$ cat src/sv/saa_pkg.sv
// Shared types, constants and helpers of the segmented arena allocator.
`timescale 1ns / 1ps
package saa_pkg;

    localparam int MaxSegments = 8;
    localparam int SegIdxW     = $clog2(MaxSegments);
    localparam int SegCntW     = $clog2(MaxSegments + 1);

    localparam logic [23:0] PadMax = 24'hFFFFF8;
    localparam logic [23:0] Mask24 = 24'hFFFFFF;

    localparam logic [1:0] ST_FIT      = 2'd0;
    localparam logic [1:0] ST_NEW      = 2'd1;
    localparam logic [1:0] ST_FULL     = 2'd2;
    localparam logic [1:0] ST_RELEASED = 2'd3;

    localparam logic OP_ALLOC   = 1'b0;
    localparam logic OP_RELEASE = 1'b1;

    localparam logic [1:0] REG_INITIAL  = 2'd0;
    localparam logic [1:0] REG_INCR     = 2'd1;
    localparam logic [1:0] REG_INTERVAL = 2'd2;

    // Commands from the controller to the datapath.
    typedef struct packed {
        logic load;      // latch the input item
        logic scan;      // test one segment for room
        logic commit;    // apply the allocate outcome
        logic div_start; // start the divider
        logic rel_done;  // apply the release outcome
        logic restart;   // restart the arena
    } saa_cmd_t;

    // Status from the datapath to the controller.
    typedef struct packed {
        logic is_release;
        logic scan_last;
        logic scan_hit;
        logic need_div;
        logic div_busy;
    } saa_sts_t;

    function automatic logic [23:0] pad8(input logic [31:0] v);
        logic [32:0] p;
        begin
            p = ({1'b0, v} + 33'd7) & ~33'd7;
            pad8 = (p > {9'd0, PadMax}) ? PadMax : p[23:0];
        end
    endfunction

endpackage

$ cat src/sv/saa_div.sv
// Iterative 32 by 17 bit restoring divider, one quotient bit per cycle.
`timescale 1ns / 1ps
module saa_div
    import saa_pkg::*;
(
    input  logic        clk,
    input  logic        rst_n,
    input  logic        start,
    input  logic [31:0] dividend,
    input  logic [16:0] divisor,
    output logic        busy,
    output logic [31:0] quotient
);

    logic [5:0]  cnt_reg, cnt_next;
    logic [31:0] q_reg, q_next;
    logic [17:0] r_reg, r_next;
    logic [16:0] d_reg, d_next;
    logic [17:0] trial;

    always_comb
    begin
        cnt_next = cnt_reg;
        q_next   = q_reg;
        r_next   = r_reg;
        d_next   = d_reg;
        trial    = {r_reg[16:0], q_reg[31]};
        if (start)
        begin
            cnt_next = 6'd32;
            q_next   = dividend;
            r_next   = 18'd0;
            d_next   = divisor;
        end
        else if (cnt_reg != 6'd0)
        begin
            cnt_next = cnt_reg - 6'd1;
            if (trial >= {1'b0, d_reg})
            begin
                r_next = trial - {1'b0, d_reg};
                q_next = {q_reg[30:0], 1'b1};
            end
            else
            begin
                r_next = trial;
                q_next = {q_reg[30:0], 1'b0};
            end
        end
    end

    always_ff @(posedge clk or negedge rst_n)
    begin
        if (!rst_n)
        begin
            cnt_reg <= 6'd0;
        end
        else
        begin
            cnt_reg <= cnt_next;
        end
    end

    always_ff @(posedge clk)
    begin
        q_reg <= q_next;
        r_reg <= r_next;
        d_reg <= d_next;
    end

    assign busy     = (cnt_reg != 6'd0);
    assign quotient = q_reg;

endmodule

$ cat src/sv/saa_datapath.sv
// Segment table, tallies, first-fit scan and result register.
`timescale 1ns / 1ps
module saa_datapath
    import saa_pkg::*;
(
    input  logic        clk,
    input  logic        rst_n,
    input  saa_cmd_t    cmd,
    output saa_sts_t    sts,
    input  logic [24:0] in_data,
    input  logic [23:0] initial_size,
    input  logic [23:0] increment,
    input  logic [15:0] resize_interval,
    output logic [76:0] result
);

    logic [23:0]        size_reg [MaxSegments];
    logic [23:0]        size_next [MaxSegments];
    logic [23:0]        pos_reg [MaxSegments];
    logic [23:0]        pos_next [MaxSegments];
    logic [SegCntW-1:0] cnt_reg, cnt_next;
    logic [31:0]        total_reg, total_next;
    logic [16:0]        rel_reg, rel_next;
    logic               op_reg;
    logic [23:0]        plen_reg;
    logic [SegIdxW-1:0] idx_reg, idx_next;
    logic               hit_reg, hit_next;
    logic [76:0]        res_reg, res_next;
    logic [31:0]        tenth_reg;
    logic [23:0]        room;
    logic [16:0]        rel_inc;
    logic               div_busy;
    logic [31:0]        quot;
    logic [23:0]        new_size;
    logic [23:0]        inc_pad;
    logic [32:0]        tsum;
    logic [1:0]         st;
    logic [2:0]         seg_o;
    logic [23:0]        off_o;

    saa_div u_div (
        .clk      (clk),
        .rst_n    (rst_n),
        .start    (cmd.div_start),
        .dividend (total_reg),
        .divisor  (rel_inc),
        .busy     (div_busy),
        .quotient (quot)
    );

    assign rel_inc = rel_reg + 17'd1;
    assign room    = (size_reg[idx_reg] >= pos_reg[idx_reg])
                     ? size_reg[idx_reg] - pos_reg[idx_reg] : 24'd0;
    assign inc_pad = pad8({8'd0, increment});

    always_comb
    begin
        new_size = plen_reg;
        if (new_size < inc_pad)
        begin
            new_size = inc_pad;
        end
        if ({8'd0, new_size} < tenth_reg)
        begin
            new_size = pad8(tenth_reg);
        end
    end

    always_comb
    begin
        size_next  = size_reg;
        pos_next   = pos_reg;
        cnt_next   = cnt_reg;
        total_next = total_reg;
        rel_next   = rel_reg;
        idx_next   = idx_reg;
        hit_next   = hit_reg;
        res_next   = res_reg;
        tsum       = {1'b0, total_reg} + {9'd0, plen_reg};
        st         = ST_FIT;
        seg_o      = 3'd0;
        off_o      = 24'd0;
        if (cmd.restart)
        begin
            for (int i = 0; i < MaxSegments; i++)
            begin
                size_next[i] = 24'd0;
                pos_next[i]  = 24'd0;
            end
            size_next[0] = pad8({8'd0, initial_size});
            cnt_next     = SegCntW'(1);
            total_next   = 32'd0;
            rel_next     = 17'd0;
        end
        else
        begin
            if (cmd.load)
            begin
                idx_next = '0;
                hit_next = 1'b0;
            end
            if (cmd.scan)
            begin
                if (room >= plen_reg)
                begin
                    hit_next = 1'b1;
                end
                else if (({1'b0, idx_reg} + SegCntW'(1)) < cnt_reg)
                begin
                    idx_next = idx_reg + SegIdxW'(1);
                end
            end
            if (cmd.commit)
            begin
                if (hit_reg)
                begin
                    st    = ST_FIT;
                    seg_o = 3'(idx_reg);
                    off_o = pos_reg[idx_reg];
                    pos_next[idx_reg] = pos_reg[idx_reg] + plen_reg;
                end
                else if (cnt_reg >= SegCntW'(MaxSegments))
                begin
                    st = ST_FULL;
                end
                else
                begin
                    st = ST_NEW;
                    seg_o = 3'(cnt_reg);
                    size_next[cnt_reg[SegIdxW-1:0]] = new_size;
                    pos_next[cnt_reg[SegIdxW-1:0]]  = plen_reg;
                    cnt_next = cnt_reg + SegCntW'(1);
                end
                if (st != ST_FULL)
                begin
                    total_next = tsum[32] ? 32'hFFFFFFFF : tsum[31:0];
                end
                res_next = {size_next[0], plen_reg, off_o, seg_o, st};
            end
            if (cmd.rel_done)
            begin
                rel_next = rel_inc;
                if (sts.need_div)
                begin
                    size_next[0] = (quot > {8'd0, Mask24}) ? Mask24 : quot[23:0];
                    total_next   = 32'd0;
                    rel_next     = 17'd0;
                end
                pos_next[0] = 24'd0;
                for (int i = 1; i < MaxSegments; i++)
                begin
                    size_next[i] = 24'd0;
                    pos_next[i]  = 24'd0;
                end
                cnt_next = SegCntW'(1);
                res_next = {size_next[0], 24'd0, 24'd0, 3'd0, ST_RELEASED};
            end
        end
    end

    always_ff @(posedge clk or negedge rst_n)
    begin
        if (!rst_n)
        begin
            for (int i = 0; i < MaxSegments; i++)
            begin
                size_reg[i] <= 24'd0;
                pos_reg[i]  <= 24'd0;
            end
            size_reg[0] <= 24'd4096;
            cnt_reg     <= SegCntW'(1);
            total_reg   <= 32'd0;
            rel_reg     <= 17'd0;
        end
        else
        begin
            size_reg  <= size_next;
            pos_reg   <= pos_next;
            cnt_reg   <= cnt_next;
            total_reg <= total_next;
            rel_reg   <= rel_next;
        end
    end

    // The divide by ten is a reciprocal multiply; it is registered at load.
    always_ff @(posedge clk)
    begin
        idx_reg <= idx_next;
        hit_reg <= hit_next;
        res_reg <= res_next;
        if (cmd.load)
        begin
            op_reg    <= in_data[0];
            plen_reg  <= pad8({8'd0, in_data[24:1]});
            tenth_reg <= 32'((64'(total_reg) * 64'hCCCCCCCD) >> 35);
        end
    end

    assign sts.is_release = (op_reg == OP_RELEASE);
    assign sts.scan_last  = hit_next || ({1'b0, idx_reg} + SegCntW'(1) >= cnt_reg);
    assign sts.scan_hit   = hit_reg;
    assign sts.need_div   = (rel_inc > {1'b0, resize_interval}) && (rel_inc != 17'd0);
    assign sts.div_busy   = div_busy;
    assign result         = res_reg;

endmodule

$ cat src/sv/saa_ctrl.sv
// Controller state machine and stream handshakes.
`timescale 1ns / 1ps
module saa_ctrl
    import saa_pkg::*;
(
    input  logic     clk,
    input  logic     rst_n,
    input  logic     in_fire,
    input  logic     out_ready,
    input  logic     cfg_restart,
    input  saa_sts_t sts,
    output saa_cmd_t cmd,
    output logic     in_ready,
    output logic     out_valid
);

    localparam logic [2:0] S_IDLE = 3'd0;
    localparam logic [2:0] S_SCAN = 3'd1;
    localparam logic [2:0] S_COMMIT = 3'd2;
    localparam logic [2:0] S_DIV = 3'd3;
    localparam logic [2:0] S_REL = 3'd4;
    localparam logic [2:0] S_OUT = 3'd5;
    localparam logic [2:0] S_DISP = 3'd6;

    logic [2:0] state_reg, state_next;
    logic       div_wait_reg, div_wait_next;

    always_comb
    begin
        state_next    = state_reg;
        div_wait_next = 1'b0;
        cmd           = '0;
        cmd.restart   = cfg_restart;
        in_ready      = (state_reg == S_IDLE);
        out_valid     = (state_reg == S_OUT);
        case (state_reg)
            S_IDLE:
            begin
                if (in_fire)
                begin
                    cmd.load   = 1'b1;
                    state_next = S_DISP;
                end
            end
            S_DISP:
            begin
                if (sts.is_release)
                begin
                    if (sts.need_div)
                    begin
                        cmd.div_start = 1'b1;
                        div_wait_next = 1'b1;
                        state_next    = S_DIV;
                    end
                    else
                    begin
                        state_next = S_REL;
                    end
                end
                else
                begin
                    state_next = S_SCAN;
                end
            end
            S_SCAN:
            begin
                cmd.scan = 1'b1;
                if (sts.scan_last)
                begin
                    state_next = S_COMMIT;
                end
            end
            S_COMMIT:
            begin
                cmd.commit = 1'b1;
                state_next = S_OUT;
            end
            S_DIV:
            begin
                if (!div_wait_reg && !sts.div_busy)
                begin
                    state_next = S_REL;
                end
            end
            S_REL:
            begin
                cmd.rel_done = 1'b1;
                state_next   = S_OUT;
            end
            S_OUT:
            begin
                if (out_ready)
                begin
                    state_next = S_IDLE;
                end
            end
            default:
            begin
                state_next = S_IDLE;
            end
        endcase
    end

    always_ff @(posedge clk or negedge rst_n)
    begin
        if (!rst_n)
        begin
            state_reg    <= S_IDLE;
            div_wait_reg <= 1'b0;
        end
        else
        begin
            state_reg    <= state_next;
            div_wait_reg <= div_wait_next;
        end
    end

endmodule

$ cat src/sv/segmented_arena_allocator.sv
// Top level of the segmented arena allocator.
// Allocate: dispatch, then a first-fit scan that tests one segment at a time (1 to 8 segments), then commit.
// Release: dispatch, then release; when a resize is due, the 32-step serial divider runs before the release.
// One item is in flight at a time; a new item is taken after the result transfer.
// Reset clears the table to the register reset values; segment 0 is 4096 bytes.
`timescale 1ns / 1ps
module segmented_arena_allocator
    import saa_pkg::*;
(
    input  logic        clk,
    input  logic        rst_n,
    input  logic        s_tvalid,
    output logic        s_tready,
    input  logic [31:0] s_tdata,   // operation [0], length [24:1]
    output logic        m_tvalid,
    input  logic        m_tready,
    output logic [79:0] m_tdata,   // status, segment, offset, padded_length, first_size
    input  logic        psel,
    input  logic        penable,
    input  logic        pwrite,
    input  logic [3:0]  paddr,
    input  logic [31:0] pwdata,
    output logic [31:0] prdata,
    output logic        pready
);

    saa_cmd_t    cmd;
    saa_sts_t    sts;
    logic [23:0] init_reg, incr_reg;
    logic [15:0] intv_reg;
    logic        wr;
    logic        restart;
    logic [76:0] result;

    assign pready  = 1'b1;
    assign wr      = psel && penable && pwrite;
    assign restart = wr && (paddr[3:2] == REG_INITIAL) && (paddr[1:0] == 2'd0);

    always_ff @(posedge clk or negedge rst_n)
    begin
        if (!rst_n)
        begin
            init_reg <= 24'd4096;
            incr_reg <= 24'd1024;
            intv_reg <= 16'd16;
        end
        else if (wr && paddr[1:0] == 2'd0)
        begin
            case (paddr[3:2])
                REG_INITIAL:  init_reg <= pwdata[23:0];
                REG_INCR:     incr_reg <= pwdata[23:0];
                REG_INTERVAL: intv_reg <= pwdata[15:0];
                default:      ;
            endcase
        end
    end

    always_comb
    begin
        case (paddr[3:2])
            REG_INITIAL:  prdata = {8'd0, init_reg};
            REG_INCR:     prdata = {8'd0, incr_reg};
            REG_INTERVAL: prdata = {16'd0, intv_reg};
            default:      prdata = 32'd0;
        endcase
    end

    // Restart uses the value being written, since the register updates at the same edge.
    logic [23:0] init_eff;
    assign init_eff = restart ? pwdata[23:0] : init_reg;

    saa_ctrl u_ctrl (
        .clk         (clk),
        .rst_n       (rst_n),
        .in_fire     (s_tvalid && s_tready),
        .out_ready   (m_tready),
        .cfg_restart (restart),
        .sts         (sts),
        .cmd         (cmd),
        .in_ready    (s_tready),
        .out_valid   (m_tvalid)
    );

    saa_datapath u_dp (
        .clk             (clk),
        .rst_n           (rst_n),
        .cmd             (cmd),
        .sts             (sts),
        .in_data         (s_tdata[24:0]),
        .initial_size    (init_eff),
        .increment       (incr_reg),
        .resize_interval (intv_reg),
        .result          (result)
    );

    assign m_tdata = {3'd0, result};

endmodule

$ cat config.mk
export PLATFORM = sky130hd
export DESIGN_NAME = segmented_arena_allocator
export DESIGN_NICKNAME = d
export VERILOG_FILES = /design/src/sv/saa_pkg.sv /design/src/sv/saa_div.sv /design/src/sv/saa_datapath.sv /design/src/sv/saa_ctrl.sv /design/src/sv/segmented_arena_allocator.sv
export SDC_FILE = /design/constraint.sdc
export NUM_CORES = 2
export LEC_CHECK = 0
export BUFFER_PORTS_ARGS = -buffer_cell sky130_fd_sc_hd__buf_4
export CAP_MARGIN = 20
export CORE_UTILIZATION = 45
export CTS_BUF_LIST = sky130_fd_sc_hd__clkbuf_4 sky130_fd_sc_hd__clkbuf_8 sky130_fd_sc_hd__clkbuf_16
export CTS_CLUSTER_DIAMETER = 50
export DETAILED_ROUTE_END_ITERATION = 7
export PLACE_DENSITY = 0.58
export SYNTH_ARGS = -nofsm -noshare
export SYNTH_HDL_FRONTEND = slang
export SYNTH_SLANG_ARGS = --single-unit
$ cat constraint.sdc
create_clock -name clk -period 14.41 [get_ports clk]
set_input_delay 0.7205 -clock clk [delete_from_list [all_inputs] [get_ports clk]]
set_output_delay 0.7205 -clock clk [all_outputs]
set_load 0.02 [all_outputs]
==> out/metrics.csv <==
stage,metric,value,unit
clock_tree,cts.path.max_buffers,3,
timing,setup_tns,0,ns
routing,viasPerCell,5.832,
routing,ant_nets,0,
setup_path,r2r_cells,24,
clock_tree,cts.sinks,685,
timing,slew_headroom,26.09,%
logic_synthesis,synth_fa_ha_area_share,26.82,%
logic_synthesis,syn_area,54830,um2
logic_synthesis,synth_cell_types,108,
timing,finalHoldViolations,0,
logic_synthesis,synth_top_family_by_area,adder cells,
logic_synthesis,synth_most_common_cell,inv_1,
logic_synthesis,synth.avg_cell_area,9.903,um2
floorplan,start_util,45.58,%
routing,remaining_drc_errors,0,
logic_synthesis,synth_common_cells,"778 x inv_1, 505 x ha_1, 485 x dfrtp_1",
clock_tree,cts-buffers-inserted,87,
floorplan,num_io_pins,190,
setup_path,required,14.79,ns
floorplan,dieHeight,351.0,um
timing,setup_viol,0,
outcome,status,finished clean,
final_layout,finalInstanceArea,60840,um2
grt,grt_max_degree,160,
logic_synthesis,synth_top_cell_area_share,22.14,%
timing,rsz0062_at_grt,false,
timing,clock_skew,0.04544,ns
final_layout,largest_reg_flops,192,
floorplan,fp.coreArea,120300,um2
grt,grt_use_total,29.39,%
routing,wl_per_cell,24.55,um
timing,finalCriticalPeriod,8.480,ns
clock_tree,clockRootBuffer,clkbuf_16,
logic_synthesis,synth_edf_count,177,
timing,finalMaxSlewViolations,0,
logic_synthesis,synthArstFlopShare,71.53,%
floorplan,die-area,123200,um2
placed_design,gp_congestion,0.9265,
clock_tree,post_cts_buffers,0,
clock_tree,hold_buffers,0,
grt,antenna_found_initial,3,
logic_synthesis,synth_seq_cells,685,
grt,grt_pass1_wl,270400,um
placed_design,placed_area,57860,um2
clock_tree,cts_tree,yes,
routing,drtPass1Iterations,7,
clock_tree,cts.htree.levels,3,
logic_synthesis,postSynthCellCount,5536,
timing,fin_crit_sh,58.85,%
setup_path,path_class,reg -> reg,
placed_design,hpwlAfterDp,134600,um
run,maxCapViolations,0,
final_layout,area_growth,10.98,%
logic_synthesis,yosysSeqAreaShare,32.73,%
logic_synthesis,synth_xor_xnor_area_share,2.394,%
setup_path,critPathMaxFanout,8,
timing,fmax,117.9,MHz
setup_path,worst_ep_arrival_time,8.86,ns
placed_design,port_buffers,159,
logic_synthesis,muxShareOfSynthArea,3.371,%
setup_path,end_kind,flop,
final_layout,nets,6630,
timing,worstMarginPinSlew,1.109,ns
worst_hold_path,hp-class,in -> async,
logic_synthesis,ys.flop_type,dfrtp_1,
clock_tree,path_clk_slew,0.06,ns
logic_synthesis,synth_top_area_cell,dfrtp_1,
grt,grt_overflow,0,
routing,vias,42670,
logic_synthesis,synth_compound_area_share,16.65,%
clock_tree,clk_latency,0.69,ns
logic_synthesis,yosysWarnings,0,
routing,initialDrtViolationCount,3797,
setup_path,start_kind,flop,
final_layout,final_layout_size_suffix_gt1_share,9.679,%
routing,wl,179600,um
grt,grt_pass1_vias,42610,
floorplan,placementRows,127,
floorplan,die_w,351.0,um
logic_synthesis,synthTopCellsByArea,"dfrtp_1 22%, fa_1 15%, ha_1 12%, edfxtp_1 9.7%, inv_1 5.3%",
clock_tree,cts_resized,0,
logic_synthesis,synthSimpleGateAreaFrac,10.74,%
## cell type report
cell class                      count  area (um2)
Antenna cell                        2       5.005
Multi-Input combinational cell   3833       33120
Tap cell                         1612        2017
Timing Repair Buffer              242        1849
Clock buffer                      121        2544
Fill cell                       11110       59440
Sequential cell                   685       17940
Inverter                          782        2935
Clock inverter                     40       432.9
## per-layer routing
| metal | wire [um] | track usage (%) |
|---|---|---|
| met1 | 74700 | 38.78 |
| met2 | 83470 | 46.92 |
| met3 | 13320 | 5.473 |
| met4 | 8128 | 13.24 |
| met5 | 13 | 0 |
## cells by family after synthesis
group / Yosys count
simple gates: 1256
compound gates: 1318
xor+xnor: 149
other cells: 2
fa+ha+maj: 924
buf+inv: 1031
flops: 685
mux: 171
## per-stage QoR
step | std cells | util (%) | hold slack [ns] | setup slack [ns]
finish | 7317 | 50.58 | 0.1337 | 5.930
detailed placement | 7154 | 48.10 | 0.4712 | 6.088
global route | 7315 | 50.58 | 0.1908 | 5.577
global placement | 7154 | 48.10 | 0.4631 | 6.078
CTS | 7315 | 50.58 | 0.1446 | 5.996
floorplan | 5549 | - | 0.4249 | 7.388
## final timing paths
path / from / endpoint / slack (ns)
worst max-delay path: u_dp.total_reg[17]$_DFF_PN0_ / u_dp.tenth_reg[28]$_DFFE_PP_ / 5.93
max in group asynchronous: rst_n / u_dp.total_reg[19]$_DFF_PN0_ / 11.86
worst min register to register: u_dp.size_reg[82]$_DFFE_PN0P_ / u_dp.size_reg[82]$_DFFE_PN0P_ / 0.49
min in group clk: s_tdata[0] / u_dp.op_reg$_DFFE_PP_ / 0.22
worst min-delay path: rst_n / u_dp.pos_reg[116]$_DFFE_PN0P_ / 0.13
worst max register to register: u_dp.total_reg[17]$_DFF_PN0_ / u_dp.tenth_reg[28]$_DFFE_PP_ / 5.93
## worst max-delay path, stage by stage, from the launching register on
cell and delay, ns:
dfrtp_1 0.77, ha_1 0.48, inv_1 0.24, fa_1 0.58, inv_1 0.06, fa_1 0.52, inv_1 0.05, fa_1 0.49
inv_1 0.05, fa_1 0.48, inv_1 0.06, fa_1 0.56, inv_1 0.07, fa_1 0.52, fa_1 0.53, ha_1 0.32
and3_1 0.22, nand3_1 0.11, a21o_1 0.25, or4_1 0.70, a21oi_1 0.31, o211a_1 0.28, o41a_1 0.22, mux2i_1 0.20
nand4_1 0.10
## cell usage in the layout, fill, tap and decap left out, types with 15 or more instances in the layout
cell type / synthesis / final
buf_4: 18 / 239
a211oi_1: 160 / 160
clkbuf_8: 0 / 15
a22oi_1: 162 / 162
xnor2_1: 104 / 104
and3_1: 47 / 46
o21a_1: 35 / 35
ha_1: 505 / 505
o22ai_1: 15 / 15
fa_1: 419 / 419
clkbuf_4: 0 / 18
and2_1: 18 / 17
mux2_2: 53 / 53
nor2_1: 438 / 426
o21bai_1: 15 / 15
mux2_1: 32 / 32
a21oi_1: 258 / 249
nand2_1: 333 / 332
dfxtp_1: 18 / 17
inv_1: 778 / 776
edfxtp_1: 177 / 177
nand2b_1: 27 / 27
a22o_1: 142 / 142
or3_1: 15 / 15
a31oi_1: 29 / 29
conb_1: 2 / 15
o21ai_0: 260 / 260
dfrtp_1: 485 / 485
o211ai_1: 23 / 23
nand3_1: 84 / 84
mux2i_1: 83 / 83
nor2b_1: 42 / 42
a221oi_1: 29 / 29
and4_1: 18 / 18
clkbuf_16: 0 / 88
xor2_1: 44 / 44
nor3_1: 93 / 90
a21o_1: 70 / 70
nand4_1: 71 / 71
Power is left out: the tool's default activity adds up to more than one toggle a clock period on the data nets, which glitch-free logic cannot reach.
